**config.mk**
```make
export PLATFORM = sky130hd
export DESIGN_NAME = recorder_upload_sample_decoder_core_flat
export DESIGN_NICKNAME = d
export VERILOG_FILES = /design/src/rusd_pkg.sv /design/src/rusd_ifs.sv /design/src/rusd_front.sv /design/src/rusd_queue.sv /design/src/rusd_back.sv /design/src/recorder_upload_sample_decoder_core.sv /design/src/flat_wrapper.sv
export SDC_FILE = /design/constraint.sdc
export NUM_CORES = 2
export LEC_CHECK = 0
export BUFFER_PORTS_ARGS = -buffer_cell sky130_fd_sc_hd__buf_4
export CAP_MARGIN = 20
export CORE_MARGIN = 8
export CORE_UTILIZATION = 65
export CTS_CLUSTER_SIZE = 10
export DETAILED_ROUTE_END_ITERATION = 10
export PLACE_DENSITY = 0.82
export SLEW_MARGIN = 10
export SYNTH_ARGS = -nofsm -noshare
export SYNTH_HDL_FRONTEND = slang
export SYNTH_HIERARCHICAL = 1
export SYNTH_SLANG_ARGS = --single-unit
```
**constraint.sdc**
```tcl
create_clock -name clk -period 26.9 [get_ports clk]
set_clock_uncertainty 0.2 [all_clocks]
set_input_delay 1.345 -clock clk [delete_from_list [all_inputs] [get_ports clk]]
set_output_delay 1.345 -clock clk [all_outputs]
set_load 0.02 [all_outputs]
```
**src/rusd_pkg.sv**
```systemverilog
// ----------------------------------------------------------------------------
// rusd_pkg
// Types, constants and float helpers of the upload sample decoder.
// ----------------------------------------------------------------------------
package rusd_pkg;

  localparam int QUEUE_DEPTH = 4;
  localparam int APB_ADDR_W  = 3;
  localparam int APB_DATA_W  = 32;

  localparam logic [APB_ADDR_W-1:0] REG_STEP_ADDR = 3'd0;
  localparam logic [31:0] STEP_RESET = 32'd968671824;

  localparam logic [31:0] QNAN_BITS = 32'h7FC0_0000;
  localparam logic [31:0] INF_BITS  = 32'h7F80_0000;
  localparam logic [7:0]  INDEX_EXP = 8'd150;  // integer operand: mant * 2^0

  typedef enum logic [1:0] {
    KIND_INT32 = 2'd0,
    KIND_FLOAT = 2'd1,
    KIND_HALF  = 2'd2
  } kind_t;

  typedef struct packed {
    logic [31:0] raw;
    kind_t       kind;
    logic [15:0] index;
    logic [31:0] scale;
    logic        last;
    logic        mismatch;
  } item_t;

  // unpacked multiplier operand: value = mant * 2^(exp-150)
  typedef struct packed {
    logic        sign;
    logic [7:0]  exp;
    logic [23:0] mant;
    logic        nan;
    logic        inf;
    logic        zero;
  } fp_op_t;

  typedef struct packed {
    logic               sign;
    logic               nan;
    logic               inf;
    logic               zero;
    logic signed [9:0]  esum;
    logic [47:0]        prod;
  } fp_prod_t;

  typedef struct packed {
    logic               sign;
    logic               nan;
    logic               inf;
    logic               zero;
    logic signed [10:0] expo;
    logic [5:0]         lz;
    logic [47:0]        prod;
  } fp_norm_t;

  // leading zero count, 64 when v is zero
  function automatic logic [6:0] lzc64(input logic [63:0] v);
    logic [63:0] x;
    logic [6:0]  n;
    x = v;
    n = '0;
    if (x[63:32] == 32'd0) begin n = n + 7'd32; x = {x[31:0], 32'd0}; end
    if (x[63:48] == 16'd0) begin n = n + 7'd16; x = {x[47:0], 16'd0}; end
    if (x[63:56] == 8'd0)  begin n = n + 7'd8;  x = {x[55:0], 8'd0};  end
    if (x[63:60] == 4'd0)  begin n = n + 7'd4;  x = {x[59:0], 4'd0};  end
    if (x[63:62] == 2'd0)  begin n = n + 7'd2;  x = {x[61:0], 2'd0};  end
    if (x[63] == 1'b0)     begin n = n + 7'd1;  x = {x[62:0], 1'b0};  end
    if (x[63] == 1'b0)     begin n = n + 7'd1; end
    return n;
  endfunction

  function automatic fp_op_t unpack_fp(input logic [31:0] f);
    fp_op_t o;
    o.sign = f[31];
    o.nan  = (f[30:23] == 8'hFF) && (f[22:0] != 23'd0);
    o.inf  = (f[30:23] == 8'hFF) && (f[22:0] == 23'd0);
    o.zero = (f[30:23] == 8'h00) && (f[22:0] == 23'd0);
    o.exp  = (f[30:23] == 8'h00) ? 8'd1 : f[30:23];
    o.mant = {(f[30:23] != 8'h00), f[22:0]};
    return o;
  endfunction

  function automatic logic [31:0] half_to_float(input logic [15:0] h);
    logic [3:0] lz;
    logic [9:0] frac;
    logic [7:0] e;
    lz   = 4'(lzc64({h[9:0], 54'd0}));
    frac = 10'({h[9:0], 1'b0} << lz);
    e    = 8'd112 - {4'd0, lz};
    if (h[14:10] == 5'h1F) begin
      return {h[15], 8'hFF, h[9:0], 13'd0};
    end else if (h[14:10] != 5'd0) begin
      return {h[15], 3'd0, h[14:10] + 5'd0, 23'd0} +
             {1'b0, 8'd112, h[9:0], 13'd0};
    end else if (h[9:0] == 10'd0) begin
      return {h[15], 31'd0};
    end
    return {h[15], e, frac, 13'd0};
  endfunction

  // magnitude normalized here by lz; round to nearest even
  function automatic logic [31:0] int_to_float(input logic sign, input logic [31:0] mag,
                                               input logic [5:0] lz);
    logic [31:0] norm;
    logic        inc;
    logic [31:0] sum;
    norm = mag << lz;
    inc  = norm[7] & ((|norm[6:0]) | norm[8]);
    sum  = {1'b0, 8'd157 - {2'd0, lz}, 23'd0} + {8'd0, norm[31:8]} + {31'd0, inc};
    if (mag == 32'd0) begin
      return 32'd0;
    end
    return {sign, sum[30:0]};
  endfunction

  function automatic fp_prod_t mul_fp(input fp_op_t a, input fp_op_t b);
    fp_prod_t p;
    p.sign = a.sign ^ b.sign;
    p.nan  = a.nan | b.nan | (a.inf & b.zero) | (b.inf & a.zero);
    p.inf  = a.inf | b.inf;
    p.zero = a.zero | b.zero;
    p.esum = $signed({2'b00, a.exp}) + $signed({2'b00, b.exp});
    p.prod = a.mant * b.mant;
    return p;
  endfunction

  function automatic fp_norm_t norm_fp(input fp_prod_t p);
    fp_norm_t n;
    n.sign = p.sign;
    n.nan  = p.nan;
    n.inf  = p.inf;
    n.zero = p.zero | (p.prod == 48'd0);
    n.lz   = 6'(lzc64({p.prod, 16'd0}));
    n.prod = p.prod;
    n.expo = {p.esum[9], p.esum} - 11'sd126 - $signed({5'd0, n.lz});
    return n;
  endfunction

  function automatic logic [31:0] round_pack(input fp_norm_t n);
    logic [47:0]        norm;
    logic [5:0]         sh;
    logic [95:0]        wide;
    logic [23:0]        m;
    logic               inc;
    logic [9:0]         em1;
    logic [32:0]        sum;
    norm = n.prod << n.lz;
    if (n.expo >= 11'sd1) begin
      sh  = 6'd0;
      em1 = 10'(n.expo - 11'sd1);
    end else begin
      sh  = (n.expo < -11'sd46) ? 6'd48 : 6'(11'sd1 - n.expo);
      em1 = 10'd0;
    end
    wide = {norm, 48'd0} >> sh;
    m    = wide[95:72];
    inc  = wide[71] & ((|wide[70:0]) | m[0]);
    sum  = {em1, 23'd0} + {9'd0, m} + {32'd0, inc};
    if (n.nan) begin
      return QNAN_BITS;
    end else if (n.inf) begin
      return {n.sign, INF_BITS[30:0]};
    end else if (n.zero) begin
      return {n.sign, 31'd0};
    end else if (sum >= {1'b0, INF_BITS}) begin
      return {n.sign, INF_BITS[30:0]};
    end
    return {n.sign, sum[30:0]};
  endfunction

endpackage

```
**src/rusd_ifs.sv**
```systemverilog
// ----------------------------------------------------------------------------
// rusd interfaces
// Valid/ready channels for upload bytes and decoded samples.
// ----------------------------------------------------------------------------
interface rusd_byte_if;
  logic       valid;
  logic       ready;
  logic [7:0] data_byte;
  logic       last_byte;
  modport source (output valid, data_byte, last_byte, input ready);
  modport sink   (input valid, data_byte, last_byte, output ready);
endinterface

interface rusd_sample_if;
  logic        valid;
  logic        ready;
  logic [15:0] sample_index;
  logic [31:0] sample_time;
  logic [31:0] sample_value;
  logic        final_item;
  logic        count_mismatch;
  modport source (output valid, sample_index, sample_time, sample_value, final_item,
                  count_mismatch, input ready);
  modport sink   (input valid, sample_index, sample_time, sample_value, final_item,
                  count_mismatch, output ready);
endinterface

```
**src/rusd_front.sv**
```systemverilog
// ----------------------------------------------------------------------------
// rusd_front
// Header parser and item assembler; pushes complete items to the queue.
// ----------------------------------------------------------------------------
module rusd_front (
  input  logic              clk,
  input  logic              rst,
  rusd_byte_if.sink         bytes,
  input  logic              q_full,
  output logic              push,
  output rusd_pkg::item_t   push_item
);

  localparam logic [2:0] HDR_TYPE   = 3'd0;
  localparam logic [2:0] HDR_CNT_LO = 3'd1;
  localparam logic [2:0] HDR_CNT_HI = 3'd2;
  localparam logic [2:0] HDR_SCL_0  = 3'd3;
  localparam logic [2:0] HDR_SCL_1  = 3'd4;
  localparam logic [2:0] HDR_SCL_2  = 3'd5;
  localparam logic [2:0] DATA_PHASE = 3'd7;

  logic [2:0]       hpos, hpos_next;
  rusd_pkg::kind_t  kind, kind_next;
  logic [15:0]      count, count_next;
  logic [31:0]      scale, scale_next;
  logic [31:0]      asm_r, asm_next;
  logic [1:0]       bii, bii_next;
  logic [15:0]      cnt, cnt_next;
  logic             accept;
  logic [31:0]      asm_new;
  logic             item_end;

  assign bytes.ready = !q_full;
  assign accept      = bytes.valid && bytes.ready;

  always_comb begin
    hpos_next  = hpos;
    kind_next  = kind;
    count_next = count;
    scale_next = scale;
    asm_next   = asm_r;
    bii_next   = bii;
    cnt_next   = cnt;
    push       = 1'b0;
    asm_new    = asm_r;
    asm_new[{bii, 3'b000} +: 8] = bytes.data_byte;
    item_end   = (kind == rusd_pkg::KIND_HALF) ? (bii != 2'd0) : (bii == 2'd3);

    push_item.raw      = asm_new;
    push_item.kind     = kind;
    push_item.index    = cnt;
    push_item.scale    = scale;
    push_item.last     = bytes.last_byte;
    push_item.mismatch = bytes.last_byte && (({1'b0, cnt} + 17'd1) != {1'b0, count});

    if (accept) begin
      if (hpos != DATA_PHASE) begin
        case (hpos)
          HDR_TYPE: begin
            case (bytes.data_byte[7:4])
              4'd5:    kind_next = rusd_pkg::KIND_FLOAT;
              4'd1:    kind_next = rusd_pkg::KIND_HALF;
              default: kind_next = rusd_pkg::KIND_INT32;
            endcase
          end
          HDR_CNT_LO: count_next[7:0]  = bytes.data_byte;
          HDR_CNT_HI: count_next[15:8] = bytes.data_byte;
          HDR_SCL_0:  scale_next[7:0]  = bytes.data_byte;
          HDR_SCL_1:  scale_next[15:8] = bytes.data_byte;
          HDR_SCL_2:  scale_next[23:16] = bytes.data_byte;
          default:    scale_next[31:24] = bytes.data_byte;
        endcase
        hpos_next = hpos + 3'd1;
      end else if (item_end) begin
        push     = 1'b1;
        cnt_next = (cnt == 16'hFFFF) ? cnt : cnt + 16'd1;
        bii_next = 2'd0;
        asm_next = '0;
      end else begin
        bii_next = bii + 2'd1;
        asm_next = asm_new;
      end
      if (bytes.last_byte) begin
        hpos_next = HDR_TYPE;
        bii_next  = 2'd0;
        asm_next  = '0;
        cnt_next  = '0;
      end
    end
  end

  always_ff @(posedge clk) begin
    if (rst) begin
      hpos  <= HDR_TYPE;
      kind  <= rusd_pkg::KIND_INT32;
      count <= '0;
      scale <= '0;
      asm_r <= '0;
      bii   <= '0;
      cnt   <= '0;
    end else begin
      hpos  <= hpos_next;
      kind  <= kind_next;
      count <= count_next;
      scale <= scale_next;
      asm_r <= asm_next;
      bii   <= bii_next;
      cnt   <= cnt_next;
    end
  end

endmodule

```
**src/rusd_queue.sv**
```systemverilog
// ----------------------------------------------------------------------------
// rusd_queue
// Small FIFO of assembled items between front and back.
module rusd_queue #(
  parameter int DEPTH = rusd_pkg::QUEUE_DEPTH
) (
  input  logic            clk,
  input  logic            rst,
  input  logic            push,
  input  rusd_pkg::item_t push_item,
  output logic            full,
  output logic            head_valid,
  output rusd_pkg::item_t head_item,
  input  logic            pop
);

  localparam int AW = (DEPTH > 1) ? $clog2(DEPTH) : 1;
  localparam int CW = $clog2(DEPTH + 1);

  rusd_pkg::item_t mem [DEPTH];
  logic [AW-1:0]   wr_ptr, rd_ptr;
  logic [CW-1:0]   fill;
  logic            do_pop;

  assign full       = (fill == CW'(DEPTH));
  assign head_valid = (fill != '0);
  assign head_item  = mem[rd_ptr];
  assign do_pop     = pop && head_valid;

  always_ff @(posedge clk) begin
    if (push && !full) begin
      mem[wr_ptr] <= push_item;
    end
  end

  always_ff @(posedge clk) begin
    if (rst) begin
      wr_ptr <= '0;
      rd_ptr <= '0;
      fill   <= '0;
    end else begin
      if (push && !full) begin
        wr_ptr <= (wr_ptr == AW'(DEPTH - 1)) ? '0 : wr_ptr + AW'(1);
      end
      if (do_pop) begin
        rd_ptr <= (rd_ptr == AW'(DEPTH - 1)) ? '0 : rd_ptr + AW'(1);
      end
      case ({push && !full, do_pop})
        2'b10:   fill <= fill + CW'(1);
        2'b01:   fill <= fill - CW'(1);
        default: fill <= fill;
      endcase
    end
  end

endmodule

```
**src/rusd_back.sv**
```systemverilog
// ----------------------------------------------------------------------------
// rusd_back
// Conversion and float multiply pipeline, five stages including output.
// ----------------------------------------------------------------------------
module rusd_back (
  input  logic            clk,
  input  logic            rst,
  input  logic            head_valid,
  input  rusd_pkg::item_t head_item,
  output logic            pop,
  input  logic [31:0]     step,
  rusd_sample_if.source   samples
);

  typedef struct packed {
    logic [15:0] index;
    logic        last;
    logic        mismatch;
  } side_t;

  logic en;

  // stage 1: sign/magnitude and leading zeros, half and float decoded
  logic        v1;
  side_t       sd1;
  logic [31:0] scale1;
  logic        int1, sign1;
  logic [31:0] mag1;
  logic [5:0]  lz1;
  logic [31:0] bits1;
  logic [31:0] mag_c;

  // stage 2: unpacked operands
  logic             v2;
  side_t            sd2;
  rusd_pkg::fp_op_t op_a, op_b, op_c, op_d;

  // stage 3: raw products
  logic               v3;
  side_t              sd3;
  rusd_pkg::fp_prod_t pv3, pt3;

  // stage 4: normalize counts
  logic               v4;
  side_t              sd4;
  rusd_pkg::fp_norm_t nv4, nt4;

  assign en    = !samples.valid || samples.ready;
  assign pop   = en && head_valid;
  assign mag_c = head_item.raw[31] ? (~head_item.raw + 32'd1) : head_item.raw;

  always_ff @(posedge clk) begin
    if (rst) begin
      v1 <= 1'b0;
      v2 <= 1'b0;
      v3 <= 1'b0;
      v4 <= 1'b0;
      samples.valid <= 1'b0;
    end else if (en) begin
      v1 <= head_valid;
      v2 <= v1;
      v3 <= v2;
      v4 <= v3;
      samples.valid <= v4;
    end
  end

  always_ff @(posedge clk) begin
    if (en) begin
      sd1    <= '{index: head_item.index, last: head_item.last,
                  mismatch: head_item.mismatch};
      scale1 <= head_item.scale;
      sign1  <= head_item.raw[31];
      mag1   <= mag_c;
      lz1    <= 6'(rusd_pkg::lzc64({mag_c, 32'd0}));
      int1   <= 1'b0;
      case (head_item.kind)
        rusd_pkg::KIND_FLOAT: bits1 <= head_item.raw;
        rusd_pkg::KIND_HALF:  bits1 <= rusd_pkg::half_to_float(head_item.raw[15:0]);
        default: begin
          bits1 <= head_item.raw;
          int1  <= 1'b1;
        end
      endcase

      sd2  <= sd1;
      op_a <= rusd_pkg::unpack_fp(scale1);
      op_b <= rusd_pkg::unpack_fp(int1 ? rusd_pkg::int_to_float(sign1, mag1, lz1) : bits1);
      op_c <= '{sign: 1'b0, exp: rusd_pkg::INDEX_EXP, mant: {8'd0, sd1.index},
                nan: 1'b0, inf: 1'b0, zero: (sd1.index == 16'd0)};
      op_d <= rusd_pkg::unpack_fp(step);

      sd3 <= sd2;
      pv3 <= rusd_pkg::mul_fp(op_a, op_b);
      pt3 <= rusd_pkg::mul_fp(op_c, op_d);

      sd4 <= sd3;
      nv4 <= rusd_pkg::norm_fp(pv3);
      nt4 <= rusd_pkg::norm_fp(pt3);

      samples.sample_index   <= sd4.index;
      samples.final_item     <= sd4.last;
      samples.count_mismatch <= sd4.mismatch;
      samples.sample_value   <= rusd_pkg::round_pack(nv4);
      samples.sample_time    <= rusd_pkg::round_pack(nt4);
    end
  end

endmodule

```
**src/recorder_upload_sample_decoder_core.sv**
```systemverilog
// ----------------------------------------------------------------------------
// recorder_upload_sample_decoder_core
// Decodes the byte stream of a recorder upload into scaled float32 samples.
// ----------------------------------------------------------------------------
// Bytes enter on the bytes channel, one byte per cycle, with no stall of its
// own: the first seven bytes of an upload are the header (type nibble, item
// count, float32 scale), after that every 4 bytes (2 for half float) complete
// one item, which gives one sample after the queue and back pipeline. Header
// bytes and bytes inside an item give no sample. Sustained rate is one byte
// per cycle, set by the front parser, which handles one byte a cycle; the back
// pipeline (int32 normalize, int-to-float round, two 24x24 multiplies, product
// normalize, round/pack) also takes one item per cycle while samples are taken.
// A 4-entry queue sits between parser and pipeline, so the bytes channel only
// stalls when the queue fills behind a stalled samples channel. All NaN results
// come out as 0x7FC00000. recording_step sits at APB byte address 0 and is to
// be written only while the block is idle, which the block does not enforce.
module recorder_upload_sample_decoder_core #(
  parameter int QUEUE_DEPTH = rusd_pkg::QUEUE_DEPTH
) (
  input  logic                               clk,
  input  logic                               rst,
  rusd_byte_if.sink                          bytes,
  rusd_sample_if.source                      samples,
  input  logic                               psel,
  input  logic                               penable,
  input  logic                               pwrite,
  input  logic [rusd_pkg::APB_ADDR_W-1:0]    paddr,
  input  logic [rusd_pkg::APB_DATA_W-1:0]    pwdata,
  output logic [rusd_pkg::APB_DATA_W-1:0]    prdata,
  output logic                               pready
);

  logic            push;
  rusd_pkg::item_t push_item;
  logic            q_full;
  logic            head_valid;
  rusd_pkg::item_t head_item;
  logic            pop;
  logic [31:0]     step;

  // config register: write on the access phase
  assign pready = 1'b1;
  assign prdata = (paddr == rusd_pkg::REG_STEP_ADDR) ? step : '0;

  always_ff @(posedge clk) begin
    if (rst) begin
      step <= rusd_pkg::STEP_RESET;
    end else if (psel && penable && pwrite && pready &&
                 paddr == rusd_pkg::REG_STEP_ADDR) begin
      step <= pwdata;
    end
  end

  // header parse and item assembly
  rusd_front u_front (
    .clk       (clk),
    .rst       (rst),
    .bytes     (bytes),
    .q_full    (q_full),
    .push      (push),
    .push_item (push_item)
  );

  // decouples the parser from the float pipeline
  rusd_queue #(.DEPTH(QUEUE_DEPTH)) u_queue (
    .clk        (clk),
    .rst        (rst),
    .push       (push),
    .push_item  (push_item),
    .full       (q_full),
    .head_valid (head_valid),
    .head_item  (head_item),
    .pop        (pop)
  );

  // conversion, multiplies and output register
  rusd_back u_back (
    .clk        (clk),
    .rst        (rst),
    .head_valid (head_valid),
    .head_item  (head_item),
    .pop        (pop),
    .step       (step),
    .samples    (samples)
  );

endmodule

```
**src/flat_wrapper.sv**
```systemverilog
// flat-port wrapper written by rule: the top's interface ports become plain ports
module recorder_upload_sample_decoder_core_flat 
#(
  parameter int QUEUE_DEPTH = rusd_pkg::QUEUE_DEPTH
)
  (clk, rst, psel, penable, pwrite, paddr, pwdata, prdata, pready, bytes_valid, bytes_data_byte, bytes_last_byte, bytes_ready, samples_valid, samples_sample_index, samples_sample_time, samples_sample_value, samples_final_item, samples_count_mismatch, samples_ready);
  rusd_byte_if bytes_i ();
  rusd_sample_if samples_i ();
  input  logic clk;
  input  logic rst;
  input  logic psel;
  input  logic penable;
  input  logic pwrite;
  input  logic [rusd_pkg::APB_ADDR_W-1:0] paddr;
  input  logic [rusd_pkg::APB_DATA_W-1:0] pwdata;
  output logic [rusd_pkg::APB_DATA_W-1:0] prdata;
  output logic pready;
  input wire logic [$bits(bytes_i.valid)-1:0] bytes_valid;
  input wire logic [$bits(bytes_i.data_byte)-1:0] bytes_data_byte;
  input wire logic [$bits(bytes_i.last_byte)-1:0] bytes_last_byte;
  output wire logic [$bits(bytes_i.ready)-1:0] bytes_ready;
  output wire logic [$bits(samples_i.valid)-1:0] samples_valid;
  output wire logic [$bits(samples_i.sample_index)-1:0] samples_sample_index;
  output wire logic [$bits(samples_i.sample_time)-1:0] samples_sample_time;
  output wire logic [$bits(samples_i.sample_value)-1:0] samples_sample_value;
  output wire logic [$bits(samples_i.final_item)-1:0] samples_final_item;
  output wire logic [$bits(samples_i.count_mismatch)-1:0] samples_count_mismatch;
  input wire logic [$bits(samples_i.ready)-1:0] samples_ready;
  assign bytes_i.valid = bytes_valid;
  assign bytes_i.data_byte = bytes_data_byte;
  assign bytes_i.last_byte = bytes_last_byte;
  assign bytes_ready = bytes_i.ready;
  assign samples_valid = samples_i.valid;
  assign samples_sample_index = samples_i.sample_index;
  assign samples_sample_time = samples_i.sample_time;
  assign samples_sample_value = samples_i.sample_value;
  assign samples_final_item = samples_i.final_item;
  assign samples_count_mismatch = samples_i.count_mismatch;
  assign samples_i.ready = samples_ready;
  recorder_upload_sample_decoder_core #(.QUEUE_DEPTH(QUEUE_DEPTH)) u_core (.clk(clk), .rst(rst), .bytes(bytes_i), .samples(samples_i), .psel(psel), .penable(penable), .pwrite(pwrite), .paddr(paddr), .pwdata(pwdata), .prdata(prdata), .pready(pready));
endmodule
```
* Word level (Yosys, flattened, before mapping)
Memories as Yosys holds them, arrays and structs flattened. A register that Yosys moved wholly into a read port is not among the register bits.
Cells that the tools add are included.
** Word-level totals
- Memory bits (writable) :: 336
- Flip-flop bits (word level) :: 774
- Bits of input ports :: 51
- Memories :: 1
- Logic and storage cells :: 472
- Output and inout bits :: 117
** Cells by class
- Shift-type cells :: 8
- Mux-type cells :: 189
- Multiply operators :: 2
- Magnitude comparators :: 6
- Reduce and logical (&&, ||, !) cells :: 79
- Equal/unequal tests :: 25
- Bitwise logic cells :: 21
- Add/subtract/negate cells :: 53
** Memory list
- u_core.u_queue.mem :: words 4, width 84, read ports 1, clocked after memory_dff 1, wr ports 1, RTL line rusd_queue.sv:20 : rusd_pkg::item_t mem [DEPTH];
** Operators by type and width (count)
- $mux W64 :: 54
- $mux W32 :: 24
- $mux W6 :: 47
- $shr A96 B6 Y96 :: 2
- $reduce_or A71 Y1 :: 2
- $logic_not A32 Y1 :: 4
- $logic_not A48 Y1 :: 2
- $shl A48 B6 Y48 :: 2
- $logic_not A16 Y1 :: 5
- $mux W4 :: 20
- $logic_not A23 Y1 :: 3
- $reduce_bool A23 Y1 :: 3
- $add A33 B1 Y33 :: 2
- $add A33 B24 Y33 :: 2
- $ge A33 B31 Y1 const B :: 2
- $mux W16 :: 4
- $logic_not A8 Y1 :: 7
- $mul A24 B24 Y48 :: 1
- $mul A16 B24 Y40 :: 1
- $mux W10 :: 4
- $add A6 B1 Y6 const B :: 6
- $add A32 B1 Y32 const B :: 1
- $add A32 B30 Y32 :: 1
- $bwmux W32 :: 1
- 70 further kinds :: 183

* Logic depth before layout (Yosys ltp)
- Depth in word-level cells :: 31
- Gate-level depth with buffers :: 31
- Gate-level depth less buffers :: 30

* Modules after synthesis
The synthesis kept the hierarchy.
** By module, submodules not included
- rusd_back :: seq. area each 18447.7 um^2, cells an instance 7375, area each 72001.6 um^2, instances 1
- rusd_queue :: seq. area each 10269.8 um^2, cells an instance 492, area each 12610.8 um^2, instances 1
- rusd_front :: seq. area each 2062.0 um^2, cells an instance 635, area each 5138.7 um^2, instances 1
- recorder_upload_sample_decoder_core :: seq. area each 640.6 um^2, cells an instance 178, area each 1641.6 um^2, instances 1

* Worst setup path after synthesis
No wires, ideal clock.
- Kind :: input to register
- Start point :: input port samples_ready
- End point :: register u_core.u_queue.fill[2]
- Data arrival time :: 20.874 ns
- Path buffers :: 1
- Data required time :: 26.630 ns
- Setup time :: 0.070 ns
- Setup slack :: 5.756 ns
- Stages :: 11
- Cell sequence :: nand2b_1 -> clkbuf_1 -> and2_1 -> o31ai_1 -> inv_1 -> ha_1 -> inv_1 -> fa_1 -> xor2_1 -> or3_2 -> a21oi_1
** On the way
- Word-level cells in the longest chain between the ends :: 5
- Elaborated cells on any way between the ends :: 7
- Classes of those cells :: eq/ne (2); mux (1); reduce/logical (4)
** Ends and longest elaborated chain
- start: declaration :: RTL line flat_wrapper.sv:28 : input wire logic [$bits(samples_i.ready)-1:0] samples_ready;
- $logic_or A1 B1 Y1 * :: RTL line rusd_back.sv:48 : assign en = !samples.valid || samples.ready;
- $logic_and A1 B1 Y1 * :: RTL line rusd_back.sv:49 : assign pop = en && head_valid;
- via u_core.pop :: RTL line recorder_upload_sample_decoder_core.sv:38 : logic pop;
- $logic_and A1 B1 Y1 * :: RTL line rusd_queue.sv:28 : assign do_pop = pop && head_valid;
- via u_core.u_queue.do_pop :: RTL line rusd_queue.sv:23 : logic do_pop;
- $eq A2 B1 Y1 or $eq A2 B2 Y1 (tied branches) :: RTL line rusd_queue.sv:48 : case ({push && !full, do_pop})
- $pmux W3 S2 or $reduce_bool A2 Y1 (tied branches)
- end signal: assignment :: RTL line rusd_queue.sv:49 : 2'b10: fill <= fill + CW'(1);
- end signal: assignment :: RTL line rusd_queue.sv:50 : 2'b01: fill <= fill - CW'(1);
- end signal: assignment :: RTL line rusd_queue.sv:51 : default: fill <= fill;
- end: declaration :: RTL line rusd_queue.sv:22 : logic [CW-1:0] fill;
The timed path passes the listed nets; every way through them passes the cells marked *.
A chain may end at the register's enable or synchronous reset.

* Worst setup path after layout
- Start point :: register u_core/u_back/op_b[9] (netlist bit)
- End point :: register u_core/u_back/pv3[46] (netlist bit) (data pin)
** On the way
- Word-level cells in the longest chain between the ends :: 1
** Ends and longest elaborated chain
- start: declaration :: RTL line rusd_back.sv:36 : rusd_pkg::fp_op_t op_a, op_b, op_c, op_d;
- start signal: assignment :: RTL line rusd_back.sv:88 : op_b <= rusd_pkg::unpack_fp(int1 ? rusd_pkg::int_to_float(sign1, mag1, lz1) : bits1);
- $mul A24 B24 Y48 :: RTL line rusd_pkg.sv:129 : p.prod = a.mant * b.mant;
- end signal: assignment :: RTL line rusd_back.sv:94 : pv3 <= rusd_pkg::mul_fp(op_a, op_b);
- end: declaration :: RTL line rusd_back.sv:41 : rusd_pkg::fp_prod_t pv3, pt3;
No other way between the ends.

==> results by group <==
Worst setup path
  • Cell repeated most along the worst path: fa_1
  • Buf/Inv on CP: 3
  • Crit-path max cell delay: 1.06 ns
  • Critical path class: reg2reg
  • CP top delay family: adder cells
  • CP required: 27.20 ns
  • CP arrival: 10.12 ns
  • Slowest library cell on the worst path: edfxtp_1
  • Worst Setup End Kind: register
  • Crit path max fanout: 24
  • CP startpoint kind: register

Placement
  • Placed Cells incl. Taps: 10.4k
  • GP Congestion: 0.998
  • # port buffers: 166
  • HPWL Detailed: 191 mm
  • Placed Area: 93,800 um^2
  • Post-Place Worst Slack: 17.22 ns

Synthesis
  • Gate Count Post-Synth: 8,680
  • Syn avg cell area: 10.5 um^2
  • Netlist cell types: 126
  • Total number of yosys warnings: 6
  • EDFF count, synth: 947
  • Predominant post-synthesis flop cell: edfxtp_1
  • Async SR Flop Fraction: 0%
  • Syn_nets: 9,874
  • FF+latch count, synth: 1,096
  • Seq/Total Area, Yosys: 34.4%
  • Netlist Area Pre-Place: 91,400 um^2

Worst hold path
  • Worst min path class: reg2reg

Global routing
  • Gr usage total: 34.1%
  • First-pass GRT wire length: 409 mm
  • Vias in the first global route: 70.6k
  • Antenna violations before repair: 13
  • Largest net degree at the start of global routing: 168
  • Gr ovfl total: 0

Timing
  • Achievable Freq: 102 MHz
  • # setup viols final: 0
  • RSZ-0062 raised after global routing: no
  • Setup TNS: 0 ns
  • Worst slew pin tran: 1.18 ns
  • Final hold vios: 0
  • Period utilization: 36.5%
  • WHS: 0.210 ns
  • Slew HR: 20.5%
  • Final WS setup: 17.08 ns
  • Final Max Tran Viols: 0
  • Tmin final: 9.82 ns

Die
  • Starting Density: 65.5%
  • Core Region: 140,000 um^2
  • Die area: 153,000 um^2
  • Die Width: 391 um
  • Die height: 391 um
  • Rows: 137
  • IO Pins: 168

Finish
  • Final instance area: 98,200 um^2
  • Seq. cell area: 31,400 um^2
  • Layout cells sized above 1: 10.5%
  • Area grow syn2layout: 7.45%
  • Util after Layout: 70.4%
  • Area of the multi-input gates: 54,100 um^2
  • Final net count: 9,822
  • Final cell count without fillers: 10.6k
  • Fillers: 9,875

Clock tree
  • Max clock buf depth: 3
  • Clk_lat worst skew: 0.81 ns
  • Htree depth: 4
  • # hold bufs at CTS: 0
  • Num CTS Buffers: 133
  • CTS Root Cell: clkbuf_16
  • Worst-path clk slew: 0.06 ns
  • Clock sinks: 1,096
  • CTS tree: done
  • Post-CTS Setup Repair Bufs: 0
  • CTS-repair resized insts: 0

Power
  • Worst VDD drop: 0.0000724 V
  • Power Density: 47.2 nW/um^2
  • Power Total: 4.63 mW
  • Static Leak: 40.4 nW

Drt
  • Detailed-route wire length per cell: 25.0 um
  • DRC: 0
  • DRT Wirelength: 265 mm
  • Via density: 6.61
  • Post-DRT Antenna Nets: 0
  • 1st-pass router iterations: 7
  • Via count: 70.0k
  • 1st-iter DRT viols: 8,608

Outcome
  • Status: complete, no violations

Run
  • Max Cap Violations: 0
-- worst reg2reg max path, cell delays in order, from the launching register on --
cell and delay (ns):
edfxtp_1 1.06, nand2_1 0.21, fa_1 0.58, inv_1 0.06
fa_1 0.51, fa_1 0.45, fa_1 0.51, fa_1 0.56
inv_1 0.05, fa_1 0.48, inv_1 0.05, fa_1 0.44
ha_1 0.35, a21o_1 0.17, a21o_1 0.17, a21oi_1 0.38
o2111ai_1 0.34, a311o_1 0.43, nand4_1 0.20, a311o_1 0.25
a31oi_1 0.14, a41oi_1 0.34, a21oi_1 0.14, and4_1 0.22
a2111oi_0 0.84, o21bai_1 0.14, a21oi_1 0.24, xnor2_1 0.08
-- synth_stat cells, types with 96 or more instances --
cell,instances,area share (%)
nand2_1,1015,4.2
inv_1,989,4.1
edfxtp_1,947,31
fa_1,792,17
nor2_1,520,2.1
and2_1,400,2.7
clkbuf_1,366,1.5
ha_1,351,4.8
a21oi_1,275,1.5
mux2i_1,227,2.5
mux4_2,227,5.6
o21ai_0,189,1.0
xnor2_1,175,1.7
nor3_1,174,0.95
dfxtp_1,149,3.3
nand3_1,139,0.76
nor4_1,106,0.73
nand2b_1,96,0.66
-- sequential cells by signal, indices dropped and copies added, names as in the netlist, 36 cells and up, named ones only --
name	count
u_core/u_queue/mem	336
u_core/u_back/op_d	36
u_core/u_back/nv4	69
u_core/u_back/nt4	61
u_core/u_back/op_a	36
u_core/u_back/op_b	36
u_core/u_back/pt3	53
u_core/u_back/pv3	61
-- worst paths after layout --
| check | slack (ns) | from | to | depth (start not counted) |
|---|---|---|---|---|
| worst min-delay path | 0.21 | u_core/u_back/sd2[0]$_DFFE_PN_ | u_core/u_back/sd3[0]$_DFFE_PN_ | 0 |
| worst min register to register | 0.21 | u_core/u_back/sd2[0]$_DFFE_PN_ | u_core/u_back/sd3[0]$_DFFE_PN_ | 0 |
| worst max register to register | 17.08 | u_core/u_back/op_b[9]$_DFFE_PN_ | u_core/u_back/pv3[46]$_DFFE_PN_ | 27 |
| worst max-delay path | 17.08 | u_core/u_back/op_b[9]$_DFFE_PN_ | u_core/u_back/pv3[46]$_DFFE_PN_ | 27 |
-- cells by family after synthesis --
kind of cell,share of synthesized area (%)
AOI/OAI and AO/OA,10.0
xor gates and xnor gates,2.53
adders and majority gates,22.2
buffers and inverters,6.54
DFF,34.4
muxes,9.18
other,0.00410
and+or+nand+nor,15.2
-- cell usage in the layout (no fill, tap or decap), types with 24 or more instances in the layout --
cell type / n
nor2b_1: 73
o31ai_1: 48
mux2_2: 89
nand3_1: 139
or3_1: 47
nand2b_1: 95
and3_1: 39
a211oi_1: 57
o22ai_1: 51
a21o_1: 55
and2_1: 400
clkbuf_1: 67
nor3_1: 172
mux4_2: 227
nor4_1: 106
edfxtp_1: 947
mux2i_1: 227
a22o_1: 39
inv_1: 989
a31oi_1: 48
fa_1: 792
xor2_1: 87
clkbuf_16: 134
o21bai_1: 24
or2_2: 36
a22oi_1: 92
buf_4: 292
o21a_1: 38
ha_1: 351
dfxtp_1: 147
nand4_1: 63
nor2_1: 517
o211ai_1: 51
xnor2_1: 175
o21ai_0: 189
nand2_1: 1014
a21oi_1: 274
-- area by class of cell --
class	count	area share, %
clock buffers	201	3.66
flip-flops and latches	1096	32.0
inverters	999	3.82
clock inverters	28	0.615
repair buffers	306	2.45
well taps	1876	2.39
multi-input cells	6092	55.1
diodes	3	0.00764
-- metal layers --
layer / GRT usage [%] / share of wire (%) / up-vias
li1: - / - / 30157
met1: 47.6 / 39 / 34700
met2: 52.4 / 45 / 4362
met3: 8.25 / 11 / 804
met4: 12.6 / 4.0 / 4
met5: 0 / 0.010 / -
-- where the power goes --
| group | total, mW | switching (mW) | internal [mW] |
|---|---|---|---|
| sequential | 2.01 | 0.0820 | 1.93 |
| combinational | 0.907 | 0.537 | 0.370 |
| clock | 1.72 | 0.746 | 0.970 |
No activity file was read; power rests on OpenSTA's default activity.
